File: src/hw/rtl/crf_pkg.sv
// Shared types and constants for the closable ring FIFO.
// No dependencies; imported by closable_ring_fifo.
package crf_pkg;

    localparam int ACTION_W = 3;
    localparam int STATUS_W = 2;
    localparam int CNT_W    = 5;   // fill level and capacity register width
    localparam int CAP_RST  = 16;  // capacity register value after reset, clamped to DEPTH

    typedef enum logic [ACTION_W-1:0] {
        ACT_PUSH_WAIT = 3'd0,
        ACT_PUSH_TRY  = 3'd1,
        ACT_POP       = 3'd2,
        ACT_CLOSE     = 3'd3,
        ACT_CANCEL    = 3'd4
    } t_action;

    typedef enum logic [STATUS_W-1:0] {
        ST_OK       = 2'd0,
        ST_CLOSED   = 2'd1,
        ST_OVERFLOW = 2'd2,
        ST_WAIT     = 2'd3
    } t_status;

endpackage

File: src/hw/rtl/crf_ram.sv
// Generic single-write, single-read RAM with registered read data.
// No dependencies; used as the entry store of closable_ring_fifo.
module crf_ram #(
    parameter int WIDTH = 32,
    parameter int DEPTH = 16
) (
    input  logic                                   i_clk,
    input  logic                                   i_we,
    input  logic [(DEPTH > 1 ? $clog2(DEPTH) : 1)-1:0] i_waddr,
    input  logic [WIDTH-1:0]                       i_wdata,
    input  logic                                   i_re,
    input  logic [(DEPTH > 1 ? $clog2(DEPTH) : 1)-1:0] i_raddr,
    output logic [WIDTH-1:0]                       o_rdata
);

    logic [WIDTH-1:0] r_mem [DEPTH];
    logic [WIDTH-1:0] r_rdata;

    always_ff @(posedge i_clk) begin
        if (i_we) begin
            r_mem[i_waddr] <= i_wdata;
        end
        if (i_re) begin
            r_rdata <= r_mem[i_raddr];
        end
    end

    assign o_rdata = r_rdata;

endmodule

File: src/hw/rtl/closable_ring_fifo.sv
// Top level of the closable ring FIFO: control, status and stream ports.
// Depends on crf_pkg (types, codes) and crf_ram (entry store).

// Bounded ring FIFO with close and cancel. Each item on the slave stream
// carries one action (waiting push, try push, pop, close, cancel) and yields
// exactly one result item: a status, the popped word (zero unless a pop
// succeeded) and the fill level after the action. Blocking is never done in
// hardware: a waiting push into a full open queue or a pop from an empty open
// queue answers "would wait" and the source retries; a try push into a full
// open queue answers "overflow". After close, pushes answer "closed" while
// pops still drain the words held; cancel closes and empties the queue. The
// block takes one item per clock unless stalled (result held or realigning):
// the decision is made from the state registers in the cycle of acceptance
// and the result appears in the output register in the next cycle, with the
// popped word coming from the registered read port of the entry RAM. A new
// item is accepted in the same cycle the previous result is taken. The
// capacity register (0 acts as 1, anything above DEPTH as DEPTH) may be
// written only while the block is idle; after a write the block realigns the
// head index to the new capacity, one subtraction per cycle, and holds
// s_tready low then. Entry contents are not cleared by reset.
module closable_ring_fifo
    import crf_pkg::*;
#(
    parameter int DEPTH      = 16,
    parameter int DATA_WIDTH = 32
) (
    input  logic                                      i_clk,
    input  logic                                      i_rst_n,
    // slave stream: action [2:0], push_data [3 +: DATA_WIDTH], zero pad
    input  logic                                      i_s_tvalid,
    output logic                                      o_s_tready,
    input  logic [((ACTION_W+DATA_WIDTH+7)/8)*8-1:0]  i_s_tdata,
    // master stream: status [1:0], pop_data [2 +: DATA_WIDTH],
    // fill_level [2+DATA_WIDTH +: 5], zero pad
    output logic                                      o_m_tvalid,
    input  logic                                      i_m_tready,
    output logic [((STATUS_W+DATA_WIDTH+CNT_W+7)/8)*8-1:0] o_m_tdata,
    // capacity register write channel
    input  logic                                      i_cfg_valid,
    output logic                                      o_cfg_ready,
    input  logic [CNT_W-1:0]                          i_cfg_data
);

    localparam int OUT_W  = ((STATUS_W + DATA_WIDTH + CNT_W + 7) / 8) * 8;
    localparam int AW     = (DEPTH > 1) ? $clog2(DEPTH) : 1;
    // sum width for head + count and the compares against capacity
    localparam int SW     = ((AW > CNT_W) ? AW : CNT_W) + 1;
    localparam int CAP_R  = (DEPTH < CAP_RST) ? DEPTH : CAP_RST;

    // state
    logic [AW-1:0]         r_head, n_head;
    logic [CNT_W-1:0]      r_count, n_count;
    logic                  r_closed, n_closed;
    logic [CNT_W-1:0]      r_cap;       // effective capacity, already clamped
    logic                  r_norm;      // head realignment after capacity write

    // result register
    logic                  r_out_valid;
    t_status               r_status, n_status;
    logic                  r_pop_ok, n_pop_ok;
    logic [CNT_W-1:0]      r_fill;

    // datapath
    t_action               w_action;
    logic [DATA_WIDTH-1:0] w_push_data;
    logic                  w_accept;
    logic                  w_cfg_we;
    logic [CNT_W-1:0]      w_cap_clamp;
    logic [SW-1:0]         w_head_x, w_cap_x, w_sum, w_tail, w_head_inc;
    logic                  w_full;
    logic                  w_we;
    logic                  w_re;
    logic [DATA_WIDTH-1:0] w_rdata;

    assign w_action    = t_action'(i_s_tdata[ACTION_W-1:0]);
    assign w_push_data = i_s_tdata[ACTION_W +: DATA_WIDTH];

    // Hold the slave side while the result slot is occupied and not drained,
    // and while the head index is being realigned.
    assign o_s_tready  = !r_norm && (!r_out_valid || i_m_tready);
    assign w_accept    = i_s_tvalid && o_s_tready;
    assign o_cfg_ready = 1'b1;
    assign w_cfg_we    = i_cfg_valid && o_cfg_ready;

    // Clamp the written capacity into 1..DEPTH.
    always_comb begin
        if (i_cfg_data == '0) begin
            w_cap_clamp = CNT_W'(1);
        end else if (32'(i_cfg_data) > 32'(DEPTH)) begin
            w_cap_clamp = CNT_W'(DEPTH);
        end else begin
            w_cap_clamp = i_cfg_data;
        end
    end

    assign w_head_x   = SW'(r_head);
    assign w_cap_x    = SW'(r_cap);
    assign w_full     = r_count >= r_cap;
    // Head stays below capacity, and a push only happens below capacity, so
    // one conditional subtract wraps the tail.
    assign w_sum      = w_head_x + SW'(r_count);
    assign w_tail     = (w_sum >= w_cap_x) ? (w_sum - w_cap_x) : w_sum;
    assign w_head_inc = w_head_x + SW'(1);

    // Action decode: status, state update and RAM strobes.
    always_comb begin
        n_head   = r_head;
        n_count  = r_count;
        n_closed = r_closed;
        n_status = ST_OK;
        n_pop_ok = 1'b0;
        w_we     = 1'b0;
        w_re     = 1'b0;

        if (r_norm) begin
            // Realign: drop whole capacities from the head, one per cycle.
            if (w_head_x >= w_cap_x) begin
                n_head = AW'(w_head_x - w_cap_x);
            end
        end else if (w_accept) begin
            unique case (w_action)
                ACT_PUSH_WAIT, ACT_PUSH_TRY: begin
                    if (r_closed) begin
                        n_status = ST_CLOSED;
                    end else if (w_full) begin
                        n_status = (w_action == ACT_PUSH_WAIT) ? ST_WAIT : ST_OVERFLOW;
                    end else begin
                        w_we    = 1'b1;
                        n_count = r_count + CNT_W'(1);
                    end
                end
                ACT_POP: begin
                    if (r_count == '0) begin
                        n_status = r_closed ? ST_CLOSED : ST_WAIT;
                    end else begin
                        w_re     = 1'b1;
                        n_pop_ok = 1'b1;
                        n_head   = (w_head_inc == w_cap_x) ? '0 : AW'(w_head_inc);
                        n_count  = r_count - CNT_W'(1);
                    end
                end
                ACT_CLOSE: begin
                    n_closed = 1'b1;
                end
                ACT_CANCEL: begin
                    n_closed = 1'b1;
                    n_count  = '0;
                    n_head   = '0;
                end
                default: begin
                    // unused codes: no state change, status ok
                end
            endcase
        end
    end

    always_ff @(posedge i_clk) begin
        if (!i_rst_n) begin
            r_head      <= '0;
            r_count     <= '0;
            r_closed    <= 1'b0;
            r_cap       <= CNT_W'(CAP_R);
            r_norm      <= 1'b0;
            r_out_valid <= 1'b0;
        end else begin
            r_head   <= n_head;
            r_count  <= n_count;
            r_closed <= n_closed;
            if (w_cfg_we) begin
                r_cap  <= w_cap_clamp;
                r_norm <= 1'b1;
            end else if (r_norm && (w_head_x < w_cap_x)) begin
                r_norm <= 1'b0;
            end
            if (w_accept) begin
                r_out_valid <= 1'b1;
            end else if (i_m_tready) begin
                r_out_valid <= 1'b0;
            end
        end
    end

    // Result payload; advance only on acceptance.
    always_ff @(posedge i_clk) begin
        if (w_accept) begin
            r_status <= n_status;
            r_pop_ok <= n_pop_ok;
            r_fill   <= n_count;
        end
    end

    // Entry store. The read port is strobed only by an accepted pop, so its
    // data holds while the result waits.
    crf_ram #(
        .WIDTH (DATA_WIDTH),
        .DEPTH (DEPTH)
    ) u_store (
        .i_clk   (i_clk),
        .i_we    (w_we),
        .i_waddr (w_tail[AW-1:0]),
        .i_wdata (w_push_data),
        .i_re    (w_re),
        .i_raddr (r_head),
        .o_rdata (w_rdata)
    );

    assign o_m_tvalid = r_out_valid;
    assign o_m_tdata  = OUT_W'({r_fill, (r_pop_ok ? w_rdata : {DATA_WIDTH{1'b0}}), r_status});

`ifndef NO_ASSERTIONS
    // Head index lies inside the ring whenever items are being taken.
    a_head_in_ring: assert property (@(posedge i_clk) disable iff (!i_rst_n)
        !r_norm |-> (w_head_x < w_cap_x))
        else $error("head index outside the ring");

    // A successful pop removes exactly one entry.
    a_pop_count: assert property (@(posedge i_clk) disable iff (!i_rst_n)
        (w_accept && w_action == ACT_POP && r_count != '0)
        |=> (r_count == $past(r_count) - CNT_W'(1)))
        else $error("pop did not decrement the entry count");

    // Cancel leaves the queue closed and empty.
    a_cancel_empty: assert property (@(posedge i_clk) disable iff (!i_rst_n)
        (w_accept && w_action == ACT_CANCEL) |=> (r_closed && r_count == '0 && r_head == '0))
        else $error("cancel did not close and flush");

    // A popped word is reported only with status ok.
    a_pop_status: assert property (@(posedge i_clk) disable iff (!i_rst_n)
        (r_out_valid && r_pop_ok) |-> (r_status == ST_OK))
        else $error("pop data with failing status");
`endif

endmodule

File: config.mk
export PLATFORM = sky130hd
export DESIGN_NAME = closable_ring_fifo
export DESIGN_NICKNAME = d
export VERILOG_FILES = /design/src/hw/rtl/crf_pkg.sv /design/src/hw/rtl/crf_ram.sv /design/src/hw/rtl/closable_ring_fifo.sv
export SDC_FILE = /design/constraint.sdc
export NUM_CORES = 1
export LEC_CHECK = 0
export BUFFER_PORTS_ARGS = -buffer_cell sky130_fd_sc_hd__buf_2
export CORE_MARGIN = 4
export CORE_UTILIZATION = 35
export CTS_CLUSTER_SIZE = 12
export DETAILED_ROUTE_END_ITERATION = 8
export MAX_ROUTING_LAYER = met4
export PLACE_DENSITY_LB_ADDON = 0.15
export SLEW_MARGIN = 20
export SYNTH_ARGS = -nofsm -noshare
export SYNTH_HDL_FRONTEND = slang
export SYNTH_SLANG_ARGS = --single-unit
File: constraint.sdc
create_clock -name i_clk -period 14.65 [get_ports i_clk]
set_input_delay 2.1975 -clock i_clk [delete_from_list [all_inputs] [get_ports i_clk]]
set_output_delay 2.1975 -clock i_clk [all_outputs]
set_load 0.03 [all_outputs]
== Word level (Yosys, flattened, before mapping) ==
Memories as Yosys holds them, arrays and structs flattened. A register that Yosys moved wholly into a read port is not among the register bits.
Index checks and enable logic that the tools add are counted.
Cells by class
  mux-type cells: 37
  bitwise gates (word level): 1
  add/sub/neg operators: 6
  reduce and logical (&&, ||, !) cells: 17
  equal/unequal tests: 7
  order comparisons: 5
Operators by type and width (count)
  2-to-1 mux 5 bit: 7
  2-to-1 mux 32 bit: 1
  2-to-1 mux 4 bit: 6
  2-to-1 mux 1 bit: 16
  one-hot mux 5 bit (3 select lines): 1
  logical NOT 5 bit: 2
  2-to-1 mux 2 bit: 4
  one-hot mux 4 bit (2 select lines): 1
  subtractor 4 bit: 2
  adder 4 x 5 -> 6 bit: 1
  == test 3 x 2 -> 1 bit (second input constant): 2
  greater-or-equal comparator 6 x 5 -> 1 bit: 1
  nonzero test 2 bit: 3
  adder 4 x 1 -> 5 bit (second input constant): 1
  adder 5 x 1 -> 5 bit (second input constant): 1
  == test 5 bit: 1
  greater-or-equal comparator 4 x 5 -> 1 bit: 1
  greater-or-equal comparator 5 bit: 1
  > comparator 5 bit (second input constant): 1
  < comparator 4 x 5 -> 1 bit: 1
  subtractor 5 x 1 -> 5 bit (second input constant): 1
  one-hot mux 2 bit (2 select lines): 1
  AND reduction 4 bit: 1
  OR reduction 2 bit: 2
  other kinds (11): 14
Word-level totals
  memories: 1
  logic and storage cells: 83
  output and inout bits: 43
  register bits after elaboration: 25
  memory bits (writable): 512
Memories
  u_store.r_mem: depth 16, bits a word 32, read ports 1, clocked after Yosys merged registers in 1, write ports 1, line crf_ram.sv:16  | logic [WIDTH-1:0] r_mem [DEPTH];

== Depth between registers and ports, before layout ==
  depth in word-level cells: 8
  gate-level depth with buffers: 14
  depth with buffers taken out: 12

== Hierarchy ==
From an unflattened synthesis, not the netlist that was laid out.
Second synthesis, totals
  cells, all modules: 1108
  area, all modules: 22446.5 um^2
By module, submodules not included
  crf_ram: area each 20155.6 um^2, instances 1, cells each 838, sequential area each 16335.7 um^2
  closable_ring_fifo: area each 2290.9 um^2, instances 1, cells each 270, sequential area each 580.6 um^2

== Least setup slack after synthesis ==
Ideal clock, no wire load.
  path type: in2reg
  start point: input i_m_tready
  end point: memory u_store.r_mem[13][0], enable pin
  setup slack: 8.883 ns
  stages on the path: 8
  setup time: 0.433 ns
  required time: 14.217 ns
  arrival: 5.334 ns
  path through: nor2b_1 -> nor2_1 -> nand2_1 -> inv_1 -> and3_1 -> buf_2 -> nand4b_1 -> o22ai_1
Between the ends
  word-level cells in the longest chain between the ends: 7
Ends and longest elaborated chain
  start: declaration: line closable_ring_fifo.sv:36  | input logic i_m_tready,
  logical OR 1 bit: line closable_ring_fifo.sv:80  | assign o_s_tready = !r_norm && (!r_out_valid || i_m_tready);
  logical AND 1 bit: line closable_ring_fifo.sv:80
  via o_s_tready: line closable_ring_fifo.sv:31  | output logic o_s_tready,
  logical AND 1 bit: line closable_ring_fifo.sv:81  | assign w_accept = i_s_tvalid && o_s_tready;
  via w_accept: line closable_ring_fifo.sv:66  | logic w_accept;
  2-to-1 mux 1 bit: line closable_ring_fifo.sv:120  | end else if (w_accept) begin
  2-to-1 mux 1 bit: line closable_ring_fifo.sv:115  | if (r_norm) begin
  2-to-1 mux 1 bit: line crf_ram.sv:20  | if (i_we) begin
  2-to-1 mux 1 bit (not written as such): line crf_ram.sv:21  | r_mem[i_waddr] <= i_wdata;
  end: declaration: line crf_ram.sv:16
The timed path passes the listed nets, and every way through them passes these cells.

== Worst setup path after layout ==
  start point: input i_m_tready
  end point: output o_s_tready
Between the ends
  word-level cells in the longest chain between the ends: 2
Ends and longest elaborated chain (line)
  logical OR 1 bit: closable_ring_fifo.sv:80
  logical AND 1 bit: closable_ring_fifo.sv:80
  end: declaration: closable_ring_fifo.sv:31
No other way between the ends.

==> impl_results.md <==
* Initial Util at 35.6%
* Leakage Power at 8.08 nW
* Maximum vdd ir drop at 88.1 uV
* Power density cells at 130 nW/um^2
* Weighted congestion at the end of routability-driven global placement at 0.775
* Number of synthesized flops with an enable pin at 552
* Post-Syn Area at 22,600 um^2
* Clock root buffer master: sky130_fd_sc_hd__clkbuf_16
* Beginning of the critical path: i_m_tready
* Startpoint of the most critical register-to-register path: r_head[0]
* Unrepaired setup endpoints after global routing: false
* DR vias at 10,600
* Maximum fanout along the worst path at 3
* Hold violation count in the final report at 0
* Later-pin clock latency in the skew report at 0.62 ns
* CTS-repair resized insts at 0
* Synth-to-Final Area Change at 15.5%
* Level count of the clock H-tree at 2
* Count of nets left with antenna violations after detail routing at 0
* Number of global-route vias before repair at 11,200
* Number of antenna violations at the first check in global routing at 5
* Number of synthesis warnings at 0
* Number of design rule violations left after detail routing at 0
* Met2 Use GR at 25.9%
* Overall fraction of global-route tracks in use at 16.0%
* Most prevalent standard cell on the critical path: sky130_fd_sc_hd__buf_2
* Number of buffers added by the clock tree synthesis step at 59
* Sequential-to-total area share from yosys stat at 75.0%
* Total wirelength of the detailed-routed design at 52,500 um
* Maximum operating frequency at 197 MHz
* Overflow left after global routing at 0
* Flops & latches, synth at 569
* Reg2Reg Depth at 11
* Final core utilization at 41.1%
* Layer with the highest usage after global routing: met2
* Die Y at 262 um
* Layout cell share with drive strength beyond 1 at 31.1%
* Worst setup EP type: output port
* Instance count on the critical path at 4
* Count of buffers added by post-CTS timing repair for setup at 0
* Worst Path Arrival at 2.88 ns
* Sum of net half-perimeters after detailed placement at 25,900 um
* Total die area at 68,600 um^2
* Count of maximum capacitance violations at 0
* FF-to-FF setup slack at 9.73 ns
* Mean post-synth cell area at 21.5 um^2
* Commonest register cell after synthesis: sky130_fd_sc_hd__edfxtp_1
* Worst slew pin tran at 1.00 ns
* Detailed-route vias per instance at 5.19
* CTS clk-pin slew, worst paths at 0.06 ns
* Setup Viol. Count Final at 0
* Top-Level Pins at 93
* Overall die width at 262 um
* Hold buffer count at CTS at 0
* Fraction of the cycle the final worst path needs at 34.6%
* Clock tree from TritonCTS: done
* Setup TNS at 0 ns
* End point of the critical path: o_s_tready
* Result of the run: finished clean
* Post-Synthesis Cells at 1,047
* Total of buffers placed on input and output ports at 85
* Count of TritonRoute iterations in the first routing pass at 5
* Net count after synthesis at 1,121
* Buffering stage count on the worst path with inverters included at 2
* First-pass GRT wire length at 77,300 um
* Standard cell with the maximum stage delay on the critical path: sky130_fd_sc_hd__nor2b_1
* Final period demand of the worst path at 5.07 ns
* Critical R2R Capture: u_store.r_mem[2][24]
* Avg WL per Cell at 25.6 um
* Number of max-slew violations in the final report at 0
* Starting DRT DRC Count at 780
* Rel. slew slack at 33.3%
* Async set or reset register ratio after synthesis at 0%
* Number of buffers on the longest clock path at 3
* Number of clock sinks at 569
* Startpoint types: input pin
* GRT met1 Usage at 21.3%
* Delay-heaviest family, CP: simple AND/OR/NAND/NOR gates
* Setup CP Type: input pin to output port
* CP cell instances: buf_2 > nor2b_1 > nor2_1 > buf_2
* Final layout net count at 1,240
* Largest net degree at the start of global routing at 62
* Synth cell types at 62
* Worst hold path stage count at 2
* Max Clock Skew at 0.0278 ns
* Cell row count at 92
* Area inside the core boundary at 63,400 um^2
* Required arrival time at the worst endpoint at 12.45 ns
* Global routing usage on met3 at 2.52%
* Max stage delay on crit path at 0.28 ns
* Class of the worst hold path: flop to flop
worst reg2reg max path, stage by stage (launching register included):
cell	delay [ns]
sky130_fd_sc_hd__dfxtp_4	0.65
sky130_fd_sc_hd__ha_1	0.29
sky130_fd_sc_hd__inv_1	0.07
sky130_fd_sc_hd__fa_1	0.40
sky130_fd_sc_hd__xnor2_1	0.46
sky130_fd_sc_hd__ha_1	0.39
sky130_fd_sc_hd__nand2_1	0.07
sky130_fd_sc_hd__o21ai_0	0.07
sky130_fd_sc_hd__a221o_1	0.42
sky130_fd_sc_hd__or3_1	0.57
sky130_fd_sc_hd__o22ai_4	0.58
sky130_fd_sc_hd__buf_4	0.55
state kept, by name, indices dropped and copies added, names as in the netlist:
signal,flops
o_m_tvalid,1
r_count,5
r_norm,1
r_status,2
r_fill,5
u_store.o_rdata,32
r_cap,5
r_closed,1
r_pop_ok,1
u_store.r_mem,512
r_head,4
layout by cell type, fill, tap and decap left out, types with 4 or more instances in the layout:
cell,instances
sky130_fd_sc_hd__clkinv_2,5
sky130_fd_sc_hd__inv_1,17
sky130_fd_sc_hd__buf_2,85
sky130_fd_sc_hd__o21ai_0,18
sky130_fd_sc_hd__mux4_2,160
sky130_fd_sc_hd__nand2_1,27
sky130_fd_sc_hd__buf_4,25
sky130_fd_sc_hd__xnor2_1,7
sky130_fd_sc_hd__o22ai_4,16
sky130_fd_sc_hd__edfxtp_1,552
sky130_fd_sc_hd__a21oi_1,13
sky130_fd_sc_hd__ha_1,21
sky130_fd_sc_hd__bufinv_16,4
sky130_fd_sc_hd__nor2_1,11
sky130_fd_sc_hd__nor2b_1,8
sky130_fd_sc_hd__nand3_1,9
sky130_fd_sc_hd__and2_1,40
sky130_fd_sc_hd__nor3_1,6
sky130_fd_sc_hd__clkbuf_16,60
sky130_fd_sc_hd__xor2_1,6
sky130_fd_sc_hd__clkinv_1,12
sky130_fd_sc_hd__clkbuf_1,15
sky130_fd_sc_hd__dfxtp_1,13
metrics by stage:
stage               worst slack [ns]  instances  power, mW  cell area (um^2)  hold slack [ns]
global placement                9.04       1950       2.01             24200            0.548
detailed placement              9.01       1950       2.01             24200            0.551
CTS                             9.55       2049       3.43             26000            0.560
finish                          9.58       2053       3.38             26100            0.565
floorplan                       8.88       1047       1.95             22600            0.493
global route                    9.37       2053       3.52             26100            0.579
synthesized netlist by cell type (2+ instances only):
cell / n / area (um^2)
sky130_fd_sc_hd__edfxtp_1: 552 / 16600
sky130_fd_sc_hd__mux4_2: 160 / 3600
sky130_fd_sc_hd__and2_1: 40 / 250
sky130_fd_sc_hd__clkbuf_1: 31 / 116
sky130_fd_sc_hd__nand2_1: 27 / 101
sky130_fd_sc_hd__ha_1: 21 / 263
sky130_fd_sc_hd__inv_1: 18 / 67.6
sky130_fd_sc_hd__o21ai_0: 18 / 90.1
sky130_fd_sc_hd__dfxtp_1: 17 / 340
sky130_fd_sc_hd__o22ai_1: 17 / 106
sky130_fd_sc_hd__buf_2: 16 / 80.1
sky130_fd_sc_hd__a21oi_1: 13 / 65.1
sky130_fd_sc_hd__nor2_1: 11 / 41.3
sky130_fd_sc_hd__nand3_1: 9 / 45.0
sky130_fd_sc_hd__nor2b_1: 8 / 50.1
sky130_fd_sc_hd__xnor2_1: 7 / 61.3
sky130_fd_sc_hd__nor3_1: 6 / 30.0
sky130_fd_sc_hd__xor2_1: 6 / 52.6
sky130_fd_sc_hd__a21boi_0: 3 / 22.5
sky130_fd_sc_hd__a21o_1: 3 / 22.5
sky130_fd_sc_hd__buf_1: 3 / 11.3
sky130_fd_sc_hd__fa_1: 3 / 60.1
sky130_fd_sc_hd__nand2b_1: 3 / 18.8
sky130_fd_sc_hd__nand4_1: 3 / 18.8
sky130_fd_sc_hd__o211a_1: 3 / 30.0
sky130_fd_sc_hd__o21a_1: 3 / 22.5
sky130_fd_sc_hd__a211oi_1: 2 / 15.0
sky130_fd_sc_hd__a31oi_1: 2 / 12.5
sky130_fd_sc_hd__and3_1: 2 / 12.5
sky130_fd_sc_hd__buf_4: 2 / 15.0
sky130_fd_sc_hd__conb_1: 2 / 7.51
sky130_fd_sc_hd__nand4b_1: 2 / 17.5
sky130_fd_sc_hd__o211ai_1: 2 / 15.0
sky130_fd_sc_hd__o21bai_1: 2 / 15.0
sky130_fd_sc_hd__o221ai_1: 2 / 17.5
sky130_fd_sc_hd__or2_2: 2 / 12.5
power breakdown:
part           internal [mW]  total [mW]  switching, mW
clock                  0.813        1.41          0.597
sequential              1.79        1.80        0.00806
combinational         0.0733       0.173         0.0998
metal layers:
metal,share of wire [%],wire length (um)
met1,44,23000
met4,1.8,945
met2,50,26200
met5,0,0
met3,4.4,2300
logic make-up (layout without fill, tap and decap cells):
| kind of cell | after synthesis | in the layout | share of synthesized area [%] |
|---|---|---|---|
| flops | 569 | 569 | 75.0 |
| mux | 162 | 162 | 16.1 |
| simple gates | 121 | 121 | 3.02 |
| compound gates | 84 | 84 | 2.58 |
| buf+inv | 71 | 228 | 1.34 |
| fa+ha+maj | 25 | 25 | 1.48 |
| xor+xnor | 13 | 13 | 0.505 |
| other cells | 2 | 5 | 0.0333 |
cell type report:
class | instances | area, um^2
fillers | 5571 | 37400
flip-flops and latches | 569 | 16900
multi-input cells | 407 | 5560
clock buffers | 75 | 1560
well taps | 846 | 1060
repair buffers | 111 | 641
clock inverters | 24 | 226
inverters | 18 | 67.6
diodes | 3 | 7.51
how the worst min path moves through the flow:
stage	start	to	slack, ns
final	r_closed	r_closed	0.57
after global placement	r_cap[4]	r_cap[4]	0.55
after global routing	r_closed	r_closed	0.58
after detailed placement	r_cap[4]	r_cap[4]	0.55
after CTS	r_closed	r_closed	0.56
after floorplan	r_cap[0]	r_cap[0]	0.49
Power figures use the tool's default switching activity.
